`config.mk`:
```
export PLATFORM = sky130hd
export DESIGN_NAME = clipped_area_move_splitter
export DESIGN_NICKNAME = d
export VERILOG_FILES = /design/src/rtl/camsplit_pkg.sv /design/src/rtl/camsplit_dpath.sv /design/src/rtl/camsplit_ctrl.sv /design/src/rtl/clipped_area_move_splitter.sv
export SDC_FILE = /design/constraint.sdc
export NUM_CORES = 2
export LEC_CHECK = 0
export BUFFER_PORTS_ARGS = -buffer_cell sky130_fd_sc_hd__buf_2
export CAP_MARGIN = 20
export CORE_ASPECT_RATIO = 1.1
export CORE_UTILIZATION = 50
export CTS_CLUSTER_SIZE = 8
export DETAILED_ROUTE_END_ITERATION = 10
export MAX_ROUTING_LAYER = met4
export PLACE_DENSITY_LB_ADDON = 0.2
export SETUP_SLACK_MARGIN = 0.2
export SLEW_MARGIN = 10
export SYNTH_ARGS = -nofsm -noshare
export SYNTH_HDL_FRONTEND = slang
export SYNTH_HIERARCHICAL = 1
export SYNTH_SLANG_ARGS = --single-unit
export TNS_END_PERCENT = 5
```
`constraint.sdc`:
```
create_clock -name clock -period 12.1 [get_ports clock]
set_input_delay 1.21 -clock clock [delete_from_list [all_inputs] [get_ports clock]]
set_output_delay 1.21 -clock clock [all_outputs]
set_load 0.05 [all_outputs]
```
`src/rtl/camsplit_pkg.sv`:
```
`default_nettype none
package camsplit_pkg;

   localparam int REQ_TDATA_W = 80;
   localparam int RSP_TDATA_W = 72;
   localparam int CSR_INDEX_W = 3;
   localparam int CSR_DATA_W  = 12;
   localparam int WIN_W       = 11;
   localparam int FIELD_W     = 12;
   localparam int COUNT_W     = 4;
   localparam int OUT_XY_W    = 11;
   localparam int OUT_CX_W    = 10;

   localparam logic REQ_LOAD = 1'b0;
   localparam logic REQ_MOVE = 1'b1;

   typedef enum logic [CSR_INDEX_W-1:0] {
      CSR_WIN_LEFT   = 3'd0,
      CSR_WIN_TOP    = 3'd1,
      CSR_WIN_WIDTH  = 3'd2,
      CSR_WIN_HEIGHT = 3'd3,
      CSR_ORIGIN_X   = 3'd4,
      CSR_ORIGIN_Y   = 3'd5,
      CSR_RECT_COUNT = 3'd6
   } csr_index_type;

   typedef struct packed {
      logic capture;   // input transfer
      logic m1;
      logic m2;
      logic m3;
      logic rd;        // store read
      logic src_calc;
      logic dst_calc;
      logic pair_load; // computed blit into the pending register
      logic out_load;  // pending blit into the output register
      logic out_last;
   } cmd_type;

   typedef struct packed {
      logic ok;
      logic s_hit;
      logic d_hit;
   } stat_type;

endpackage
`default_nettype wire

```
`src/rtl/camsplit_dpath.sv`:
```
`default_nettype none
module camsplit_dpath #(
   parameter int MAX_RECTS  = 8,
   parameter int COORD_BITS = 11,
   parameter int IXW        = 3,
   parameter int CW         = 4
) (
   input  wire logic                                clock,
   input  wire logic                                reset,
   input  wire logic                                csr_valid,
   input  wire logic [camsplit_pkg::CSR_INDEX_W-1:0] csr_index,
   input  wire logic [camsplit_pkg::CSR_DATA_W-1:0]  csr_wdata,
   input  wire logic                                req_tuser,
   input  wire logic [camsplit_pkg::REQ_TDATA_W-1:0] req_tdata,
   input  wire camsplit_pkg::cmd_type               cmd,
   input  wire logic [IXW-1:0]                      rd_index,
   output camsplit_pkg::stat_type                   stat,
   output logic [CW-1:0]                            slot_count,
   output logic [camsplit_pkg::RSP_TDATA_W-1:0]     rsp_tdata,
   output logic                                     rsp_tlast
);
   import camsplit_pkg::*;

   localparam int IW = ((COORD_BITS > 13) ? COORD_BITS : 13) + 3;
   localparam int EW = (COORD_BITS > 12) ? COORD_BITS : 12;

   typedef logic signed [IW-1:0] ival_type;

   // configuration
   logic [WIN_W-1:0]          win_left_ff, win_top_ff, win_width_ff, win_height_ff;
   logic signed [FIELD_W-1:0] org_x_ff, org_y_ff;
   logic [COUNT_W-1:0]        rect_count_ff;

   always_ff @(posedge clock) begin
      if (reset) begin
         win_left_ff   <= '0;
         win_top_ff    <= '0;
         win_width_ff  <= '0;
         win_height_ff <= '0;
         org_x_ff      <= '0;
         org_y_ff      <= '0;
         rect_count_ff <= '0;
      end else if (csr_valid) begin
         unique case (csr_index)
            CSR_WIN_LEFT:   win_left_ff   <= csr_wdata[WIN_W-1:0];
            CSR_WIN_TOP:    win_top_ff    <= csr_wdata[WIN_W-1:0];
            CSR_WIN_WIDTH:  win_width_ff  <= csr_wdata[WIN_W-1:0];
            CSR_WIN_HEIGHT: win_height_ff <= csr_wdata[WIN_W-1:0];
            CSR_ORIGIN_X:   org_x_ff      <= csr_wdata;
            CSR_ORIGIN_Y:   org_y_ff      <= csr_wdata;
            CSR_RECT_COUNT: rect_count_ff <= csr_wdata[COUNT_W-1:0];
            default: ;
         endcase
      end
   end

   assign slot_count = (32'(rect_count_ff) > MAX_RECTS) ? CW'(MAX_RECTS) : CW'(rect_count_ff);

   // input fields
   logic [2:0]                in_index;
   logic                      in_present, in_inv;
   logic signed [FIELD_W-1:0] in_x0, in_y0, in_x1, in_y1, in_w, in_h;

   assign in_index   = req_tdata[2:0];
   assign in_present = req_tdata[3];
   assign in_x0      = req_tdata[15:4];
   assign in_y0      = req_tdata[27:16];
   assign in_x1      = req_tdata[39:28];
   assign in_y1      = req_tdata[51:40];
   assign in_w       = req_tdata[63:52];
   assign in_h       = req_tdata[75:64];
   assign in_inv     = req_tdata[76];

   // rectangle store
   logic                  st_present [MAX_RECTS];
   logic [COORD_BITS-1:0] st_left [MAX_RECTS];
   logic [COORD_BITS-1:0] st_upper [MAX_RECTS];
   logic [COORD_BITS-1:0] st_right [MAX_RECTS];
   logic [COORD_BITS-1:0] st_lower [MAX_RECTS];
   logic [EW-1:0]         e_left, e_upper, e_right, e_lower;

   assign e_left  = EW'(unsigned'(in_x0));
   assign e_upper = EW'(unsigned'(in_y0));
   assign e_right = EW'(unsigned'(in_x1));
   assign e_lower = EW'(unsigned'(in_y1));

   always_ff @(posedge clock) begin
      if (cmd.capture && req_tuser == REQ_LOAD && 32'(in_index) < MAX_RECTS) begin
         st_present[in_index[IXW-1:0]] <= in_present;
         st_left[in_index[IXW-1:0]]    <= e_left[COORD_BITS-1:0];
         st_upper[in_index[IXW-1:0]]   <= e_upper[COORD_BITS-1:0];
         st_right[in_index[IXW-1:0]]   <= e_right[COORD_BITS-1:0];
         st_lower[in_index[IXW-1:0]]   <= e_lower[COORD_BITS-1:0];
      end
   end

   logic                  rd_present_ff;
   logic [COORD_BITS-1:0] rd_left_ff, rd_upper_ff, rd_right_ff, rd_lower_ff;

   always_ff @(posedge clock) begin
      if (cmd.rd) begin
         rd_present_ff <= st_present[rd_index];
         rd_left_ff    <= st_left[rd_index];
         rd_upper_ff   <= st_upper[rd_index];
         rd_right_ff   <= st_right[rd_index];
         rd_lower_ff   <= st_lower[rd_index];
      end
   end

   ival_type rl, ru, rr, rlo;
   assign rl  = signed'(IW'(rd_left_ff));
   assign ru  = signed'(IW'(rd_upper_ff));
   assign rr  = signed'(IW'(rd_right_ff));
   assign rlo = signed'(IW'(rd_lower_ff));

   // move request capture
   logic signed [FIELD_W-1:0] x0_ff, y0_ff, x1_ff, y1_ff, w_ff, h_ff;
   logic                      inv_ff;

   always_ff @(posedge clock) begin
      if (cmd.capture) begin
         x0_ff  <= in_x0;
         y0_ff  <= in_y0;
         x1_ff  <= in_x1;
         y1_ff  <= in_y1;
         w_ff   <= in_w;
         h_ff   <= in_h;
         inv_ff <= in_inv;
      end
   end

   // stage 1: logical coordinates with graphic origin
   ival_type fx1_ff, fy1_ff, tx1_ff, ty1_ff, w1_ff, h1_ff;

   always_ff @(posedge clock) begin
      if (cmd.m1) begin
         fx1_ff <= IW'(x0_ff) + IW'(org_x_ff);
         fy1_ff <= IW'(y0_ff) + IW'(org_y_ff);
         tx1_ff <= IW'(x1_ff) + IW'(org_x_ff);
         ty1_ff <= IW'(y1_ff) + IW'(org_y_ff);
         w1_ff  <= IW'(w_ff);
         h1_ff  <= IW'(h_ff);
      end
   end

   // stage 2: window check, absolute portrait coordinates
   ival_type ww_s, wh_s, wl_s, wt_s;
   assign ww_s = signed'(IW'(win_width_ff));
   assign wh_s = signed'(IW'(win_height_ff));
   assign wl_s = signed'(IW'(win_left_ff));
   assign wt_s = signed'(IW'(win_top_ff));

   logic     ok_ff;
   ival_type fxa_ff, fya_ff, txa_ff, tya_ff, wm_ff, hm_ff;

   always_ff @(posedge clock) begin
      if (cmd.m2) begin
         ok_ff <= w1_ff > 0 && h1_ff > 0 && fx1_ff >= 0 && fy1_ff >= 0 &&
                  tx1_ff >= 0 && ty1_ff >= 0 &&
                  tx1_ff + w1_ff <= ww_s && fx1_ff + w1_ff <= ww_s &&
                  ty1_ff + h1_ff <= wh_s && fy1_ff + h1_ff <= wh_s;
         fxa_ff <= fx1_ff + wl_s;
         txa_ff <= tx1_ff + wl_s;
         fya_ff <= wt_s + wh_s - fy1_ff - h1_ff;
         tya_ff <= wt_s + wh_s - ty1_ff - h1_ff;
         wm_ff  <= w1_ff - 1;
         hm_ff  <= h1_ff - 1;
      end
   end

   // stage 3: far corner, offsets, copy direction
   ival_type fxw_ff, fyh_ff, offx_ff, offy_ff;
   logic     dx_down_ff, dy_down_ff;

   always_ff @(posedge clock) begin
      if (cmd.m3) begin
         fxw_ff     <= fxa_ff + wm_ff;
         fyh_ff     <= fya_ff + hm_ff;
         offx_ff    <= txa_ff - fxa_ff;
         offy_ff    <= tya_ff - fya_ff;
         dx_down_ff <= txa_ff > fxa_ff;
         dy_down_ff <= tya_ff > fya_ff;
      end
   end

   // source rectangle clip; hit is decided in the calc cycle itself
   logic     s_hit_c;
   ival_type sleft_ff, sup_ff, dleft_ff, dright_ff, dup_ff, dlow_ff;
   ival_type sleft_c, sup_c, sright_c, slow_c;

   assign sleft_c  = (rl > fxa_ff) ? rl : fxa_ff;
   assign sup_c    = (ru > fya_ff) ? ru : fya_ff;
   assign sright_c = (fxw_ff < rr) ? fxw_ff : rr;
   assign slow_c   = (fyh_ff < rlo) ? fyh_ff : rlo;
   assign s_hit_c  = rd_present_ff && !(rr < fxa_ff) && !(rl > fxw_ff) &&
                     !(rlo < fya_ff) && !(ru > fyh_ff);

   always_ff @(posedge clock) begin
      if (cmd.src_calc) begin
         sleft_ff  <= sleft_c;
         sup_ff    <= sup_c;
         dleft_ff  <= sleft_c + offx_ff;
         dright_ff <= sright_c + offx_ff;
         dup_ff    <= sup_c + offy_ff;
         dlow_ff   <= slow_c + offy_ff;
      end
   end

   // destination rectangle clip
   logic     d_hit_c;
   ival_type xs_ff, xd_ff, xsz_ff, ys_ff, yd_ff, ysz_ff;
   ival_type xd_c, yd_c, xr_c, yl_c;

   assign xd_c    = (dleft_ff < rl) ? rl : dleft_ff;
   assign yd_c    = (dup_ff < ru) ? ru : dup_ff;
   assign xr_c    = (dright_ff > rr) ? rr : dright_ff;
   assign yl_c    = (dlow_ff > rlo) ? rlo : dlow_ff;
   assign d_hit_c = rd_present_ff && !(rr < dleft_ff) && !(rl > dright_ff) &&
                    !(rlo < dup_ff) && !(ru > dlow_ff);

   always_ff @(posedge clock) begin
      if (cmd.dst_calc) begin
         xd_ff    <= xd_c;
         xs_ff    <= sleft_ff + (xd_c - dleft_ff);
         xsz_ff   <= xr_c - xd_c;
         yd_ff    <= yd_c;
         ys_ff    <= sup_ff + (yd_c - dup_ff);
         ysz_ff   <= yl_c - yd_c;
      end
   end

   assign stat.ok    = ok_ff;
   assign stat.s_hit = s_hit_c;
   assign stat.d_hit = d_hit_c;

   // blit fields, start corner per direction
   ival_type sx_c, sy_c, dx_c, dy_c, cx_c, cy_c;

   always_comb begin
      if (dx_down_ff) begin
         sx_c = xs_ff + xsz_ff;
         dx_c = xd_ff + xsz_ff;
         cx_c = -xsz_ff;
      end else begin
         sx_c = xs_ff;
         dx_c = xd_ff;
         cx_c = xsz_ff;
      end
      if (dy_down_ff) begin
         sy_c = ys_ff + ysz_ff;
         dy_c = yd_ff + ysz_ff;
         cy_c = -ysz_ff;
      end else begin
         sy_c = ys_ff;
         dy_c = yd_ff;
         cy_c = ysz_ff;
      end
   end

   logic [RSP_TDATA_W-1:0] pend_ff;

   always_ff @(posedge clock) begin
      if (cmd.pair_load) begin
         pend_ff <= {3'b000, inv_ff, dy_down_ff, dx_down_ff,
                     cy_c[FIELD_W-1:0], cx_c[OUT_CX_W-1:0],
                     dy_c[OUT_XY_W-1:0], dx_c[OUT_XY_W-1:0],
                     sy_c[OUT_XY_W-1:0], sx_c[OUT_XY_W-1:0]};
      end
      if (cmd.out_load) begin
         rsp_tdata <= pend_ff;
         rsp_tlast <= cmd.out_last;
      end
   end

endmodule
`default_nettype wire

```
`src/rtl/camsplit_ctrl.sv`:
```
`default_nettype none
module camsplit_ctrl #(
   parameter int IXW = 3,
   parameter int CW  = 4
) (
   input  wire logic                   clock,
   input  wire logic                   reset,
   input  wire logic                   req_tvalid,
   input  wire logic                   req_tuser,
   output logic                        req_tready,
   output logic                        rsp_tvalid,
   input  wire logic                   rsp_tready,
   input  wire camsplit_pkg::stat_type stat,
   input  wire logic [CW-1:0]          slot_count,
   output camsplit_pkg::cmd_type       cmd,
   output logic [IXW-1:0]              rd_index
);
   import camsplit_pkg::*;

   typedef enum logic [3:0] {
      S_IDLE, S_M1, S_M2, S_M3, S_SRC_RD, S_SRC_CALC,
      S_DST_RD, S_DST_CALC, S_PAIR, S_FINISH
   } state_type;

   state_type      state_ff;
   logic [CW-1:0]  i_ff, j_ff;
   logic           pend_valid_ff;
   logic           out_free;

   assign out_free   = !rsp_tvalid || rsp_tready;
   assign req_tready = (state_ff == S_IDLE);

   always_comb begin
      cmd           = '0;
      cmd.capture   = (state_ff == S_IDLE) && req_tvalid;
      cmd.m1        = (state_ff == S_M1);
      cmd.m2        = (state_ff == S_M2);
      cmd.m3        = (state_ff == S_M3);
      cmd.rd        = (state_ff == S_SRC_RD && i_ff != slot_count) ||
                      (state_ff == S_DST_RD && j_ff != slot_count);
      cmd.src_calc  = (state_ff == S_SRC_CALC);
      cmd.dst_calc  = (state_ff == S_DST_CALC);
      cmd.pair_load = (state_ff == S_PAIR) && (!pend_valid_ff || out_free);
      cmd.out_load  = (state_ff == S_PAIR || state_ff == S_FINISH) &&
                      pend_valid_ff && out_free;
      cmd.out_last  = (state_ff == S_FINISH);
      rd_index      = (state_ff == S_DST_RD) ? j_ff[IXW-1:0] : i_ff[IXW-1:0];
   end

   always_ff @(posedge clock) begin
      if (reset) begin
         state_ff      <= S_IDLE;
         i_ff          <= '0;
         j_ff          <= '0;
         pend_valid_ff <= 1'b0;
         rsp_tvalid    <= 1'b0;
      end else begin
         if (cmd.out_load)
            rsp_tvalid <= 1'b1;
         else if (rsp_tready)
            rsp_tvalid <= 1'b0;

         unique case (state_ff)
            S_IDLE: begin
               if (req_tvalid && req_tuser == REQ_MOVE)
                  state_ff <= S_M1;
            end
            S_M1: state_ff <= S_M2;
            S_M2: state_ff <= S_M3;
            S_M3: begin
               i_ff     <= '0;
               state_ff <= stat.ok ? S_SRC_RD : S_IDLE;
            end
            S_SRC_RD: state_ff <= (i_ff == slot_count) ? S_FINISH : S_SRC_CALC;
            S_SRC_CALC: begin
               if (stat.s_hit) begin
                  j_ff     <= '0;
                  state_ff <= S_DST_RD;
               end else begin
                  i_ff     <= i_ff + 1'b1;
                  state_ff <= S_SRC_RD;
               end
            end
            S_DST_RD: begin
               if (j_ff == slot_count) begin
                  i_ff     <= i_ff + 1'b1;
                  state_ff <= S_SRC_RD;
               end else begin
                  state_ff <= S_DST_CALC;
               end
            end
            S_DST_CALC: begin
               if (stat.d_hit) begin
                  state_ff <= S_PAIR;
               end else begin
                  j_ff     <= j_ff + 1'b1;
                  state_ff <= S_DST_RD;
               end
            end
            S_PAIR: begin
               // the previous blit goes out only once a newer one proves it is not last
               if (!pend_valid_ff || out_free) begin
                  pend_valid_ff <= 1'b1;
                  j_ff          <= j_ff + 1'b1;
                  state_ff      <= S_DST_RD;
               end
            end
            S_FINISH: begin
               if (!pend_valid_ff) begin
                  state_ff <= S_IDLE;
               end else if (out_free) begin
                  pend_valid_ff <= 1'b0;
                  state_ff      <= S_IDLE;
               end
            end
            default: state_ff <= S_IDLE;
         endcase
      end
   end

endmodule
`default_nettype wire

```
`src/rtl/clipped_area_move_splitter.sv`:
```
`default_nettype none
// Clipped area move splitter.
// req_ channel: tuser=0 loads one visible window rectangle into slot rect_index,
//   tuser=1 asks for an area move. A load never stalls the input; the next
//   item may follow right after it.
// rsp_ channel: one blit command per overlapping source/destination rectangle
//   pair, tlast on the final one. A move that is empty, leaves the window or
//   hits no pair produces nothing.
// csr_ channel: register writes (window geometry, graphic origin, slot count),
//   always ready; write only while no move is in flight.
// Flow: a move passes states M1, M2 and M3 (origin, window check, far corner),
//   then walks the source slots with a store read and a clip state each, and
//   for each visible source slot walks the destination slots the same way;
//   each walk ends on a read past the last slot. Each blit takes a pair state
//   and a finish state ends the move. The single store read port and the pair
//   walk set the pace. The first blit is offered only once the walk reaches
//   the next blit or its end.
// A stalled rsp_ side holds the walk at the next blit; one blit waits in a
// pending register so tlast can be decided.
// Reset clears control and config registers; the store holds garbage until
// loaded.
module clipped_area_move_splitter #(
   parameter int MAX_RECTS  = 8,
   parameter int COORD_BITS = 11
) (
   input  wire logic                                 clock,
   input  wire logic                                 reset,
   input  wire logic                                 req_tvalid,
   output logic                                      req_tready,
   // rect_index[2:0] rect_present[3] x0[15:4] y0[27:16] x1[39:28] y1[51:40]
   // area_width[63:52] area_height[75:64] invert_req[76], zero pad
   input  wire logic [camsplit_pkg::REQ_TDATA_W-1:0] req_tdata,
   // req_type[0]
   input  wire logic                                 req_tuser,
   output logic                                      rsp_tvalid,
   input  wire logic                                 rsp_tready,
   // src_x[10:0] src_y[21:11] dst_x[32:22] dst_y[43:33] count_x[53:44]
   // count_y[65:54] direction[67:66] invert[68], zero pad
   output logic [camsplit_pkg::RSP_TDATA_W-1:0]      rsp_tdata,
   output logic                                      rsp_tlast,
   input  wire logic                                 csr_valid,
   output logic                                      csr_ready,
   input  wire logic [camsplit_pkg::CSR_INDEX_W-1:0] csr_index,
   input  wire logic [camsplit_pkg::CSR_DATA_W-1:0]  csr_wdata
);
   import camsplit_pkg::*;

   localparam int IXW = (MAX_RECTS > 1) ? $clog2(MAX_RECTS) : 1;
   localparam int CW  = $clog2(MAX_RECTS + 1);

   cmd_type        cmd;
   stat_type       stat;
   logic [IXW-1:0] rd_index;
   logic [CW-1:0]  slot_count;

   assign csr_ready = 1'b1;

   camsplit_ctrl #(.IXW(IXW), .CW(CW)) u_ctrl (
      .clock      (clock),
      .reset      (reset),
      .req_tvalid (req_tvalid),
      .req_tuser  (req_tuser),
      .req_tready (req_tready),
      .rsp_tvalid (rsp_tvalid),
      .rsp_tready (rsp_tready),
      .stat       (stat),
      .slot_count (slot_count),
      .cmd        (cmd),
      .rd_index   (rd_index)
   );

   camsplit_dpath #(
      .MAX_RECTS(MAX_RECTS), .COORD_BITS(COORD_BITS), .IXW(IXW), .CW(CW)
   ) u_dpath (
      .clock      (clock),
      .reset      (reset),
      .csr_valid  (csr_valid),
      .csr_index  (csr_index),
      .csr_wdata  (csr_wdata),
      .req_tuser  (req_tuser),
      .req_tdata  (req_tdata),
      .cmd        (cmd),
      .rd_index   (rd_index),
      .stat       (stat),
      .slot_count (slot_count),
      .rsp_tdata  (rsp_tdata),
      .rsp_tlast  (rsp_tlast)
   );

   // a move keeps the input side closed while it is worked
   a_move_busy: assert property (@(posedge clock) disable iff (reset)
      req_tvalid && req_tready && req_tuser == REQ_MOVE |=> !req_tready)
      else $error("input accepted during a move");

   // loads never stall the input side
   a_load_quick: assert property (@(posedge clock) disable iff (reset)
      req_tvalid && req_tready && req_tuser == REQ_LOAD |=> req_tready)
      else $error("load held the input side");

endmodule
`default_nettype wire
```
==> qor.yml <==
logic_synthesis:
  synth_area_um2: 60320
  synth_top_flop_cell: "edfxtp_1"
  synth_seq_cells: 1083
  ys_seq_area_frac: 0.5249
  synth_warnings: 6
  synth_area_leader_cell: "edfxtp_1"
  synth-edff-count: 997
  ys_types: 88
  synth_area_leaders: "edfxtp_1 (50%), ha_1 (13%), xnor2_1 (3.8%), mux4_2 (3.4%), inv_1 (3.0%)"
  synthCells: 4889
  netlist.area_leader.share: 0.4963
  async_flop_share: 0
  avgSynthCellArea_um2: 12.34
clocking:
  htreeDepth: 4
  clk_latency_ns: 0.77
  postCtsHoldBufs: 0
  root_buffer: "clkbuf_16"
  clkTransAtPathRegs_ns: 0.05
  cts_tree: "done"
  cts_buffers: 154
  cts.path.max_buffers: 3
  cts_setup_buffers: 0
  postCtsResizedCells: 0
  cts_sinks: 1083
setup_path:
  crit_path_max_incr_delay_ns: 0.74
  required_ns: 12.61
  slowest_stage: "ha_1"
  endpoint_kind: "flip-flop"
  crit_chain: "inv_1 > ha_1 > a21o_1 > a21o_1 > a21o_1 > a21o_1 > a21oi_1 > o21ai_0 > a21oi_1 > o21ai_0 > ha_1 > mux2_2 > ha_1 > inv_1 > fa_1 > nor2b_1 > o21ai_0 > a21boi_0 > o21ai_0 > a211oi_1 > nor3_1 > o41ai_1 > a21oi_1 > xnor2_1"
  ff2ff_path_depth: 24
  cp_data_arrival_time_ns: 6.46
  critical_path_class: "flip-flop to flip-flop"
  crit_fanout: 25
  start_kind: "flip-flop"
timing:
  setup_viol: 0
  period_minus_slack_ns: 5.947
  rsz0062_at_grt: "no"
  period_share: 0.4915
  max_slew_margin: 0.1348
  max_freq_mhz: 168.1
  hold_viol: 0
  fin_setup_tns_ns: 0
  tightest_slew_ns: 1.265
  fin_worst_skew_ns: 0.02748
  drv_slew: 0
cells_and_area:
  layout-drive-gt1-share: 0.1154
  final_area_um2: 67550
  final_nets: 5942
  syn_to_final_growth_pct: 11.98
floorplanning:
  initial_core_util: 0.5041
  core-area_um2: 119600
  fp-row-count: 133
  die_h_um: 366.3
  dieArea_um2: 122000
  fp.dieW_um: 333.2
  io_pins: 177
placement:
  dp_hpwl_um: 103300
  place.gp.congestion: 0.9236
  io_buffers: 169
  placed_cell_area_um2: 63120
global_route:
  antenna_found_initial: 14
  grt_usage: 0.2338
  grt_overflow: 0
  grt_pass1_wl_um: 211800
  grt_pass1_vias: 38370
  grt_max_degree: 86
min_path:
  min_path_cells: 0
  hold_path_class: "flip-flop to flip-flop"
pwr:
  comb_power_share: 0.138
  powerDensity_nw_per_um2: 142.2
  static-leakage-power_nw: 26.38
  switching_power_mw: 2.416
  netSwitchingFraction: 0.2515
  internal_power_mw: 7.190
  p_seq_frac: 0.455
  power.share.clock: 0.407
  max-vdd-ir-drop_mv: 0.1297
run_status:
  status: "finished, final reports clean"
routing:
  wl_per_cell_um: 20.29
  drtIter0Drc: 2076
  drc: 0
  dr.pass1.iters: 5
  viasPerCell: 5.520
  vias: 37590
  ant_nets: 0
  drt_wl_total_um: 138100
flow_run:
  cap_violations: 0
critical path: cells and delay by family, from the launching register on:
family | cells | cell delay (ns)
muxes | 1 | 0.28
DFF | 1 | 0.45
AOI/OAI and AO/OA | 14 | 2.81
buffers and inverters | 2 | 0.20
and+or+nand+nor | 2 | 0.26
adders and majority gates | 4 | 1.56
xor gates and xnor gates | 1 | 0.14
kinds of logic after synthesis:
group,count (synthesis),synth area share
buf+inv,574,0.03653
mux,243,0.06090
simple gates,1061,0.08320
fa+ha+maj,676,0.1488
xor+xnor,324,0.04705
other cells,2,0.0001245
compound gates,926,0.09851
flops,1083,0.5249
cells in the mapped netlist (all sizes together), types with 89 or more instances:
cell,count
edfxtp,997
ha,607
inv,489
nand2,333
a21oi,283
xnor2,264
nor2,257
o21ai,219
nor3,104
nor2b,100
a21o,90
mux4,90
nand3,90
mux2,89
path summary, 6_finish.rpt:
kind / from / endpoint / slack [ns]
setup / recovery: u_dpath/rd_right_ff[1] / u_dpath/dright_ff[14] / 6.15
hold / removal: u_dpath/pend_ff[39] / u_dpath/rsp_tdata[39] / 0.41
setup reg to reg: u_dpath/rd_right_ff[1] / u_dpath/dright_ff[14] / 6.15
hold reg to reg: u_dpath/pend_ff[39] / u_dpath/rsp_tdata[39] / 0.41
cells in the final DEF (no fill, tap or decap), types with 98 or more instances in the layout:
master | netlist | layout
edfxtp_1 | 997 | 997
ha_1 | 607 | 607
inv_1 | 489 | 489
nand2_1 | 333 | 332
a21oi_1 | 282 | 282
xnor2_1 | 264 | 264
nor2_1 | 257 | 250
o21ai_0 | 209 | 207
buf_2 | 11 | 169
clkbuf_16 | 0 | 157
nor2b_1 | 100 | 100
nor3_1 | 103 | 98
power by group through the flow:
stage	clock, mW	sequential, mW	combinational, mW
2_1_floorplan	0	4.39	0.984
3_3_place_gp	0	4.43	1.29
3_5_place_dp	0	4.44	1.32
4_1_cts	4.02	4.37	1.32
5_1_grt	4.16	4.37	1.48
6_report	3.91	4.37	1.33
stage by stage:
step / utilization / total power, mW / hold WS [ns] / instances / setup WS, ns
4_1_cts: 0.5641 / 9.708 / 0.4131 / 6795 / 6.131
3_5_place_dp: 0.5275 / 5.752 / 0.4045 / 6560 / 6.163
5_1_grt: 0.5644 / 10.01 / 0.4174 / 6804 / 5.808
6_report: 0.5645 / 9.606 / 0.4112 / 6809 / 6.153
3_3_place_gp: 0.5275 / 5.724 / 0.4008 / 6560 / 6.185
2_1_floorplan: - / 5.378 / 0.4003 / 4894 / 4.534
cell type report:
type,instances,area (um2)
repair buffers,199,1084
inverters,490,1844
multi-input cells,3237,26610
flip-flops and latches,1083,31660
well taps,1552,1942
fillers,9800,52100
clock buffers,224,4190
clock inverters,11,186.4
diodes,13,32.53
sequential cells by signal (all words and copies together), names as in the netlist, 69 cells and up:
| signal | flops |
|---|---|
| u_dpath/pend_ff | 69 |
| u_dpath/rsp_tdata | 69 |
| u_dpath/st_left | 88 |
| u_dpath/st_lower | 88 |
| u_dpath/st_right | 88 |
| u_dpath/st_upper | 88 |
layer usage:
metal | GRT usage | vias to the layer above | wire length, um
li1 | - | 18440 | -
met1 | 0.2902 | 18100 | 61000
met2 | 0.3855 | 797 | 66340
met3 | 0.03626 | 254 | 6195
met4 | 0.08782 | 0 | 4587
met5 | - | - | 0
Note: power is estimated with default switching activity, not from simulation.
